<file path="config.mk">
export PLATFORM = sky130hd
export DESIGN_NAME = i2c_master_byte_engine
export DESIGN_NICKNAME = d
export VERILOG_FILES = /design/src/hw/rtl/i2cm_pkg.sv /design/src/hw/rtl/i2c_master_byte_engine.sv /design/src/hw/rtl/i2cm_queue.sv /design/src/hw/rtl/i2cm_back.sv
export VERILOG_INCLUDE_DIRS = /design/src /design/src/hw/rtl
export SDC_FILE = /design/constraint.sdc
export NUM_CORES = 1
export LEC_CHECK = 0
export BUFFER_PORTS_ARGS = -buffer_cell sky130_fd_sc_hd__buf_2
export CORE_ASPECT_RATIO = 0.5
export CORE_MARGIN = 5
export CORE_UTILIZATION = 47
export CTS_CLUSTER_SIZE = 12
export DETAILED_ROUTE_END_ITERATION = 16
export GPL_ROUTABILITY_DRIVEN = 0
export PLACE_DENSITY_LB_ADDON = 0.1
export SYNTH_ARGS = -nofsm -noshare
export SYNTH_HDL_FRONTEND = slang
export SYNTH_SLANG_ARGS = --single-unit
export TNS_END_PERCENT = 20
</file>
<file path="constraint.sdc">
create_clock -name clock -period 4.9 [get_ports clock]
set_input_delay 0 -clock clock [delete_from_list [all_inputs] [get_ports clock]]
set_output_delay 0 -clock clock [all_outputs]
set_load 0.01 [all_outputs]
</file>
<file path="src/hw/rtl/i2c_master_byte_engine_assert.svh">
// assertion macros for the i2c byte engine
`ifndef I2C_MASTER_BYTE_ENGINE_ASSERT_SVH
`define I2C_MASTER_BYTE_ENGINE_ASSERT_SVH
`ifndef ASSERT_OFF
`define I2CM_ASSERT(label, clk, rst, prop) \
   label: assert property (@(posedge clk) disable iff (rst) prop) else $error("i2cm check failed");
`define I2CM_ASSERT_NORST(label, clk, prop) \
   label: assert property (@(posedge clk) prop) else $error("i2cm check failed");
`else
`define I2CM_ASSERT(label, clk, rst, prop)
`define I2CM_ASSERT_NORST(label, clk, prop)
`endif
`endif

</file>
<file path="src/hw/rtl/i2cm_pkg.sv">
// types and constants shared by the i2c byte engine
package i2cm_pkg;
   localparam logic [2:0] MODE_NONE   = 3'd0;
   localparam logic [2:0] MODE_START  = 3'd1;
   localparam logic [2:0] MODE_STOP   = 3'd2;
   localparam logic [2:0] MODE_RSTART = 3'd3;
   localparam logic [2:0] MODE_WRITE  = 3'd4;
   localparam logic [2:0] MODE_READ   = 3'd5;

   localparam logic [1:0] CSR_ENABLE  = 2'd0;
   localparam logic [1:0] CSR_DIVIDER = 2'd1;
   localparam logic [1:0] CSR_TIMEOUT = 2'd2;

   localparam logic        ENABLE_RESET  = 1'b1;
   localparam logic [6:0]  DIVIDER_RESET = 7'd9;
   localparam logic [15:0] TIMEOUT_RESET = 16'd10000;

   typedef enum logic [6:0] {
      PH_FREE   = 7'b0000001,
      PH_HELD   = 7'b0000010,
      PH_START  = 7'b0000100,
      PH_STOP   = 7'b0001000,
      PH_RSTART = 7'b0010000,
      PH_WRITE  = 7'b0100000,
      PH_READ   = 7'b1000000
   } phase_type;

   typedef struct packed {
      logic [2:0] mode;
      logic [7:0] tx_byte;
      logic       send_nack;
      logic       scl_in;
      logic       sda_in;
   } req_type;

   typedef struct packed {
      logic       scl_low;
      logic       sda_low;
      logic       busy_res;
      logic       done_res;
      logic       nack_seen;
      logic [7:0] rx_byte;
      logic       timed_out;
   } rsp_type;
endpackage

</file>
<file path="src/hw/rtl/i2c_master_byte_engine.sv">
// i2c master byte engine top level: front classification, queue, bus engine
// Each item is one bus tick: one item is taken per cycle and gives one result,
// which goes through the two-entry input queue, then the result register;
// a result held by rsp_ready stalls the engine, and req_ready drops once the
// queue is full.
// Commands are start, stop, repeated start, write byte and read byte; SCL quarters
// last clock_divider+1 ticks and wait while SCL is stretched low; a command busy for
// timeout_limit ticks aborts with timed_out set. Reset gives enable 1, divider 9,
// timeout 10000.
module i2c_master_byte_engine (
   input  logic              clock,
   input  logic              reset,
   input  logic              req_valid,
   output logic              req_ready,
   input  i2cm_pkg::req_type req_data,
   output logic              rsp_valid,
   input  logic              rsp_ready,
   output i2cm_pkg::rsp_type rsp_data,
   input  logic              csr_valid,
   output logic              csr_ready,
   input  logic [1:0]        csr_index,
   input  logic [15:0]       csr_data
);
   logic        enable_ff;
   logic [6:0]  divider_ff;
   logic [15:0] timeout_ff, tlimit;
   logic        q_valid, q_ready;
   i2cm_pkg::req_type q_data, front_data;
   logic [$bits(i2cm_pkg::req_type)-1:0] q_raw;

   assign csr_ready = 1'b1;
   assign tlimit = (timeout_ff == 16'd0) ? 16'd1 : timeout_ff;

   // out-of-range modes are dropped to none up front
   always_comb begin
      front_data = req_data;
      if (req_data.mode > i2cm_pkg::MODE_READ) front_data.mode = i2cm_pkg::MODE_NONE;
   end

   always_ff @(posedge clock) begin
      if (reset) begin
         enable_ff  <= i2cm_pkg::ENABLE_RESET;
         divider_ff <= i2cm_pkg::DIVIDER_RESET;
         timeout_ff <= i2cm_pkg::TIMEOUT_RESET;
      end else if (csr_valid) begin
         unique case (csr_index)
            i2cm_pkg::CSR_ENABLE:  enable_ff  <= csr_data[0];
            i2cm_pkg::CSR_DIVIDER: divider_ff <= csr_data[6:0];
            i2cm_pkg::CSR_TIMEOUT: timeout_ff <= csr_data;
            default: ;
         endcase
      end
   end

   i2cm_queue #(.Width($bits(i2cm_pkg::req_type))) u_queue (
      .clock(clock), .reset(reset),
      .in_valid(req_valid), .in_ready(req_ready), .in_data(front_data),
      .out_valid(q_valid), .out_ready(q_ready), .out_data(q_raw)
   );
   assign q_data = i2cm_pkg::req_type'(q_raw);

   i2cm_back u_back (
      .clock(clock), .reset(reset),
      .tick_valid(q_valid), .tick_ready(q_ready), .tick_data(q_data),
      .rsp_valid(rsp_valid), .rsp_ready(rsp_ready), .rsp_data(rsp_data),
      .enable(enable_ff), .clock_divider(divider_ff), .timeout_limit(tlimit)
   );
endmodule

</file>
<file path="src/hw/rtl/i2cm_queue.sv">
// two-entry item queue between the front and back parts
module i2cm_queue #(
   parameter int Width = 8
) (
   input  logic             clock,
   input  logic             reset,
   input  logic             in_valid,
   output logic             in_ready,
   input  logic [Width-1:0] in_data,
   output logic             out_valid,
   input  logic             out_ready,
   output logic [Width-1:0] out_data
);
   logic [Width-1:0] slot_ff [2];
   logic [Width-1:0] slot_in [2];
   logic [1:0]       count_ff, count_in;
   logic             push, pop;

   assign in_ready  = (count_ff != 2'd2);
   assign out_valid = (count_ff != 2'd0);
   assign out_data  = slot_ff[0];
   assign push      = in_valid && in_ready;
   assign pop       = out_valid && out_ready;

   always_comb begin
      slot_in[0] = slot_ff[0];
      slot_in[1] = slot_ff[1];
      count_in   = count_ff;
      if (pop) begin
         slot_in[0] = slot_ff[1];
         count_in   = count_in - 2'd1;
      end
      if (push) begin
         if (count_in == 2'd0) begin
            slot_in[0] = in_data;
         end else begin
            slot_in[1] = in_data;
         end
         count_in = count_in + 2'd1;
      end
   end

   always_ff @(posedge clock) begin
      slot_ff[0] <= slot_in[0];
      slot_ff[1] <= slot_in[1];
      if (reset) begin
         count_ff <= 2'd0;
      end else begin
         count_ff <= count_in;
      end
   end

`include "i2c_master_byte_engine_assert.svh"
   `I2CM_ASSERT(a_no_overflow, clock, reset, (count_ff == 2'd2) |-> !push)
   `I2CM_ASSERT(a_count_step, clock, reset, push && !pop |=> count_ff == $past(count_ff) + 2'd1)
   `I2CM_ASSERT_NORST(a_reset_empty, clock, reset |=> count_ff == 2'd0)
endmodule

</file>
<file path="src/hw/rtl/i2cm_back.sv">
// bus engine: one tick per item, phase, quarter, shift and timeout logic
module i2cm_back (
   input  logic             clock,
   input  logic             reset,
   input  logic             tick_valid,
   output logic             tick_ready,
   input  i2cm_pkg::req_type tick_data,
   output logic             rsp_valid,
   input  logic             rsp_ready,
   output i2cm_pkg::rsp_type rsp_data,
   input  logic             enable,
   input  logic [6:0]       clock_divider,
   input  logic [15:0]      timeout_limit
);
   i2cm_pkg::phase_type phase_ff, phase_in;
   logic [3:0]  bit_count_ff, bit_count_in;
   logic [7:0]  shift_ff, shift_in;
   logic [6:0]  div_ff, div_in;
   logic [1:0]  quarter_ff, quarter_in;
   logic [15:0] tcount_ff, tcount_in;
   logic        ack_ff, ack_in;
   logic [7:0]  received_ff, received_in;
   logic        nack_choice_ff, nack_choice_in;
   logic        tflag_ff, tflag_in;
   logic        done;
   logic        scl_now, sda_now, scl_new, sda_new;
   logic        busy_now, busy_new, held, step;
   logic        out_valid_ff;
   i2cm_pkg::rsp_type out_ff, out_in;

   function automatic logic [1:0] drive_f(i2cm_pkg::phase_type ph, logic [1:0] q,
                                          logic [3:0] bc, logic sb, logic nc);
      logic scl, sda;
      scl = 1'b0;
      sda = 1'b0;
      unique case (ph)
         i2cm_pkg::PH_HELD: scl = 1'b1;
         i2cm_pkg::PH_START, i2cm_pkg::PH_RSTART: begin
            scl = (q == 2'd3) || (q == 2'd0 && ph == i2cm_pkg::PH_RSTART);
            sda = q[1];
         end
         i2cm_pkg::PH_STOP: begin
            scl = (q == 2'd0);
            sda = (q != 2'd3);
         end
         i2cm_pkg::PH_WRITE: begin
            scl = !q[1];
            sda = bc[3] ? 1'b0 : !sb;
         end
         i2cm_pkg::PH_READ: begin
            scl = !q[1];
            sda = bc[3] ? !nc : 1'b0;
         end
         default: ;
      endcase
      return {scl, sda};
   endfunction

   function automatic logic busy_f(i2cm_pkg::phase_type ph);
      return !(ph == i2cm_pkg::PH_FREE || ph == i2cm_pkg::PH_HELD);
   endfunction

   assign step       = tick_valid && tick_ready;
   assign tick_ready = !out_valid_ff || rsp_ready;
   assign rsp_valid  = out_valid_ff;
   assign rsp_data   = out_ff;
   assign {scl_now, sda_now} = drive_f(phase_ff, quarter_ff, bit_count_ff, shift_ff[7],
                                       nack_choice_ff);
   assign busy_now = busy_f(phase_ff);
   assign held     = (phase_ff == i2cm_pkg::PH_HELD);

   always_comb begin
      phase_in       = phase_ff;
      bit_count_in   = bit_count_ff;
      shift_in       = shift_ff;
      div_in         = div_ff;
      quarter_in     = quarter_ff;
      tcount_in      = tcount_ff;
      ack_in         = ack_ff;
      received_in    = received_ff;
      nack_choice_in = nack_choice_ff;
      tflag_in       = tflag_ff;
      done           = 1'b0;
      if (!enable) begin
         phase_in = i2cm_pkg::PH_FREE;
         bit_count_in = 4'd0; div_in = 7'd0; quarter_in = 2'd0; tcount_in = 16'd0;
      end else if (!busy_now) begin
         if (tick_data.mode == i2cm_pkg::MODE_START || tick_data.mode == i2cm_pkg::MODE_RSTART
             || (held && (tick_data.mode == i2cm_pkg::MODE_STOP
             || tick_data.mode == i2cm_pkg::MODE_WRITE
             || tick_data.mode == i2cm_pkg::MODE_READ))) begin
            bit_count_in = 4'd0; div_in = 7'd0; quarter_in = 2'd0; tcount_in = 16'd0;
            tflag_in = 1'b0;
            priority case (tick_data.mode)
               i2cm_pkg::MODE_STOP:  phase_in = i2cm_pkg::PH_STOP;
               i2cm_pkg::MODE_WRITE: begin
                  phase_in = i2cm_pkg::PH_WRITE;
                  shift_in = tick_data.tx_byte;
               end
               i2cm_pkg::MODE_READ: begin
                  phase_in = i2cm_pkg::PH_READ;
                  shift_in = 8'd0;
                  nack_choice_in = tick_data.send_nack;
               end
               default: phase_in = held ? i2cm_pkg::PH_RSTART : i2cm_pkg::PH_START;
            endcase
         end
      end else begin
         if (!scl_now && !tick_data.scl_in) begin
            // stretched clock: hold the quarter
         end else if (div_ff >= clock_divider) begin
            div_in = 7'd0;
            if (quarter_ff == 2'd2) begin
               if (phase_ff == i2cm_pkg::PH_WRITE && bit_count_ff[3]) begin
                  ack_in = tick_data.sda_in;
               end
               if (phase_ff == i2cm_pkg::PH_READ && !bit_count_ff[3]) begin
                  shift_in = {shift_ff[6:0], tick_data.sda_in};
                  if (bit_count_ff == 4'd7) begin
                     received_in = {shift_ff[6:0], tick_data.sda_in};
                  end
               end
            end
            if (quarter_ff != 2'd3) begin
               quarter_in = quarter_ff + 2'd1;
            end else begin
               quarter_in = 2'd0;
               priority if (phase_ff == i2cm_pkg::PH_START || phase_ff == i2cm_pkg::PH_RSTART) begin
                  phase_in = i2cm_pkg::PH_HELD; done = 1'b1;
               end else if (phase_ff == i2cm_pkg::PH_STOP) begin
                  phase_in = i2cm_pkg::PH_FREE; done = 1'b1;
               end else if (bit_count_ff[3]) begin
                  phase_in = i2cm_pkg::PH_HELD; bit_count_in = 4'd0; done = 1'b1;
               end else begin
                  if (phase_ff == i2cm_pkg::PH_WRITE) shift_in = {shift_ff[6:0], 1'b0};
                  bit_count_in = bit_count_ff + 4'd1;
               end
            end
         end else begin
            div_in = div_ff + 7'd1;
         end
         if (busy_f(phase_in)) begin
            tcount_in = tcount_ff + 16'd1;
            if (tcount_in >= timeout_limit) begin
               if (phase_in == i2cm_pkg::PH_WRITE) ack_in = 1'b1;
               if (phase_in == i2cm_pkg::PH_READ && !bit_count_in[3]) received_in = 8'd0;
               phase_in = i2cm_pkg::PH_FREE;
               bit_count_in = 4'd0; div_in = 7'd0; quarter_in = 2'd0; tcount_in = 16'd0;
               tflag_in = 1'b1; done = 1'b1;
            end
         end else begin
            bit_count_in = 4'd0; div_in = 7'd0; quarter_in = 2'd0; tcount_in = 16'd0;
         end
      end
   end

   assign {scl_new, sda_new} = drive_f(phase_in, quarter_in, bit_count_in, shift_in[7],
                                       nack_choice_in);
   assign busy_new = busy_f(phase_in);

   always_comb begin
      out_in.scl_low   = scl_new;
      out_in.sda_low   = sda_new;
      out_in.busy_res  = busy_new;
      out_in.done_res  = done;
      out_in.nack_seen = ack_in;
      out_in.rx_byte   = received_in;
      out_in.timed_out = tflag_in;
   end

   always_ff @(posedge clock) begin
      if (reset) begin
         phase_ff <= i2cm_pkg::PH_FREE;
         bit_count_ff <= 4'd0; shift_ff <= 8'd0; div_ff <= 7'd0; quarter_ff <= 2'd0;
         tcount_ff <= 16'd0; ack_ff <= 1'b0; received_ff <= 8'd0;
         nack_choice_ff <= 1'b0; tflag_ff <= 1'b0; out_valid_ff <= 1'b0;
      end else begin
         if (step) begin
            phase_ff <= phase_in;
            bit_count_ff <= bit_count_in; shift_ff <= shift_in; div_ff <= div_in;
            quarter_ff <= quarter_in; tcount_ff <= tcount_in; ack_ff <= ack_in;
            received_ff <= received_in; nack_choice_ff <= nack_choice_in;
            tflag_ff <= tflag_in;
         end
         if (step) begin
            out_valid_ff <= 1'b1;
         end else if (rsp_ready) begin
            out_valid_ff <= 1'b0;
         end
      end
      if (step) out_ff <= out_in;
   end

`include "i2c_master_byte_engine_assert.svh"
   `I2CM_ASSERT(a_phase_onehot, clock, reset, $onehot(phase_ff))
   `I2CM_ASSERT(a_free_counters, clock, reset, !busy_now |-> tcount_ff == 16'd0)
   `I2CM_ASSERT(a_bitcount_range, clock, reset, bit_count_ff <= 4'd8)
   `I2CM_ASSERT(a_free_released, clock, reset, (phase_ff == i2cm_pkg::PH_FREE) |-> !scl_now && !sda_now)
endmodule
</file>
==> flow_summary_export.csv <==
group,metric,value,unit
sta,hold_ws,0.0150,ns
finish,final_area,8150,um2
finish,nNetsFinal,938,
power_and_ir_drop,leakagePower,3.32,nW
synth,synth.area.top_cells,"dfxtp_1 (28%), edfxtp_1 (12%), ha_1 (5.9%)",
worst_setup_path,start_kind,"flop",
placement,pre_cts_slack,0.400,ns
synth,yosys.area.top_type,"dfxtp_1",
routing,drtIter0Drc,477,
power_and_ir_drop,power,4.19,mW
worst_setup_path,worstSetupPathType,"reg -> reg",
synth,yosys_warnings,0,
routing,ant_nets,0,
synth,synth_seq_cells,124,
synth,ys_types,81,
sta,worst_slew_pin_slew,1.23,ns
sta,fin_crit,4.48,ns
finish,multi_input_area,3760,um2
finish,n_antenna_cell,0,
cts,clock_latency,0.42,ns
die,core_area,14400,um2
synth,ys.flop_type,"dfxtp_1",
synth,synth_common_cells,"nor2_1 (98), dfxtp_1 (96), nand2_1 (95), a21oi_1 (59), inv_1 (36)",
sta,fin_ws,0.421,ns
worst_setup_path,end_kind,"flop",
sta,setup_violations,0,
die,die_h,95.3,um
synth,synth_top_cell_area_share,28.1,%
power_and_ir_drop,power_density,515,nW/um2
sta,fmax,0.223,GHz
synth,synthCells,794,
finish,drive_gt1_share,13.7,%
cts,cts-root-buf,"clkbuf_16",
die,fp.dieArea,17200,um2
routing,totalWireLength,17400,um
cts,cts_buffer_depth,2,
global_route,grt_pass1_vias,5650,
finish,fillers,1297,
finish,syn_to_final_growth,19.0,%
die,die_x,181,um
sta,drv_slew,0,
worst_setup_path,cp.arrival,4.63,ns
worst_setup_path,critPathMaxFanout,8,
sta,finalHoldViolations,0,
global_route,grt_max_degree,83,
global_route,globalRouteTotalUtil,20.5,%
status,outcome,"finished clean",
cts,cts_sinks,124,
placement,place_area,7220,um2
sta,slew_headroom,17.9,%
synth,yosysSeqAreaShare,40.4,%
die,io_pins,54,
cts,cts_max_level,4,
die,std_cell_rows,31,
sta,grt_setup_unrepaired,"no",
synth,synth_area_per_cell,8.62,um2
global_route,grt_overflow,0,
min_path,hold_class,"in -> reg",
sta,clock_skew,0.0158,ns
worst_setup_path,cp.required,5.05,ns
synth,syn_nets,863,
cts,cts_buffers,17,
synth,syn_area,6840,um2
cts,cts_tree,"built",
synth,synth_edf_count,28,
routing,dr.pass1.iters,5,
routing,vias_per_cell,5.55,
routing,dr_total_vias,5989,
global_route,grt_antenna_before_repair,0,
placement,post-dp-hpwl,12100,um
die,start_util,47.7,%
cts,clkTransAtPathRegs,0.06,ns
routing,wl_per_cell,16.2,um
placement,portBuffers,52,
synth,async_flop_share,0,%
finish,regArea,2760,um2
synth,synth.most_common_cell,"nor2_1",
routing,route.detailed.drc,0,
global_route,grt_pass1_wl,28500,um
job,max_cap_viol_count,0,
power_and_ir_drop,ir_drop,0.000297,V
sta,setup_tns,0,ns
sta,period_share,91.4,%
[final timing paths]
path                                    startpoint  cells past startpoint  slack [ns]                            end
setup / recovery  u_back.tcount_ff[0]$_SDFFE_PP0P_                     17        0.42  u_back.rsp_data[13]$_DFFE_PP_
setup reg to reg  u_back.tcount_ff[0]$_SDFFE_PP0P_                     17        0.42  u_back.rsp_data[13]$_DFFE_PP_
hold / removal                        csr_index[0]                      4        0.02         enable_ff$_SDFFE_PP1P_
hold reg to reg         timeout_ff[0]$_SDFFE_PP0P_                      2        0.46     timeout_ff[0]$_SDFFE_PP0P_
[state kept, by name, summed over array words and instances, names as in the netlist]
name,cells
u_back.rsp_data,14
u_back.nack_choice_ff,1
divider_ff,7
u_back.shift_ff,8
u_back.received_ff,8
timeout_ff,16
u_back.tflag_ff,1
u_back.quarter_ff,2
u_back.bit_count_ff,4
enable_ff,1
u_back.phase_ff,7
u_queue.count_ff,2
u_back.rsp_valid,1
u_back.ack_ff,1
u_queue.slot_ff,28
u_back.div_ff,7
u_back.tcount_ff,16
[what timing repair did]
item	CTS	global route
endpoints found under the setup margin	0	3
gates resized for setup	0	2
hold endpoints to repair	53	0
hold buffers	33	0
buffers inserted	0	3
[critical path: stages (launching register included)]
cell,delay (ns)
dfxtp_1,0.39
ha_1,0.25
and3_1,0.25
and3_1,0.24
and3_1,0.24
and3_1,0.26
nand3_1,0.11
xnor2_1,0.22
ha_1,0.26
o2111ai_1,0.30
o21bai_1,0.21
o311a_4,0.28
nand2_1,0.09
or2_1,0.37
o32ai_1,0.40
nor3_1,0.07
o21ai_0,0.17
o211ai_1,0.10
[report_power, final]
group,switching [mW],total [mW],internal (mW)
Sequential,0.151,1.43,1.27
Clock,0.501,1.21,0.706
Combinational,1.01,1.56,0.547
[cell usage in the layout (no fill, tap or decap), types with 4 or more instances in the layout]
cell,instances
buf_2,52
a22o_1,14
o211ai_1,4
xnor2_1,7
a21oi_1,59
nor4_1,6
inv_1,36
nand3b_1,18
nor3b_1,4
mux2i_1,8
dfxtp_1,96
nor2b_1,7
a211oi_1,7
nand3_1,26
o21a_1,4
a31oi_1,17
nand2_1,95
inv_6,7
edfxtp_1,28
a32oi_1,4
o21ai_0,26
buf_4,11
nor2_1,97
xor2_1,17
a22oi_1,18
nand2b_1,8
ha_1,32
nor3_1,14
a211o_1,8
and3_1,21
o21ai_1,4
clkbuf_16,17
dlygate4sd3_1,33
[cell families (layout without fill, tap and decap cells)]
kind of cell / count (synthesis) / after routing / share of synthesized area (%)
AOI/OAI and AO/OA: 205 / 205 / 21.0
and+or+nand+nor: 322 / 322 / 23.3
adders and majority gates: 32 / 32 / 5.85
xor gates and xnor gates: 24 / 24 / 3.07
DFF: 124 / 124 / 40.4
buffers and inverters: 76 / 164 / 4.83
muxes: 10 / 10 / 1.55
other: 1 / 1 / 0.0548
[through the flow]
step / cells / util [%]
after floorplan: 794 / -
after global placement: 1012 / 50.3
after detailed placement: 1012 / 50.3
after CTS: 1077 / 56.5
after global routing: 1080 / 56.8
final: 1080 / 56.8
[per-layer routing]
metal / wire (um) / track usage, % / up-vias
li1: - / - / 3014
met1: 8430 / 27.8 / 2782
met2: 7800 / 33.0 / 172
met3: 950 / 4.50 / 21
met4: 269 / 6.79 / 0
met5: 0 / 0 / -
[layout make-up]
class / count / area share [%]
multi-input cells: 594 / 46.2
flip-flops and latches: 124 / 33.9
repair buffers: 96 / 8.26
clock buffers: 17 / 5.22
well taps: 198 / 3.04
clock inverters: 15 / 1.69
inverters: 36 / 1.66
Power figures use the tool's default switching activity.
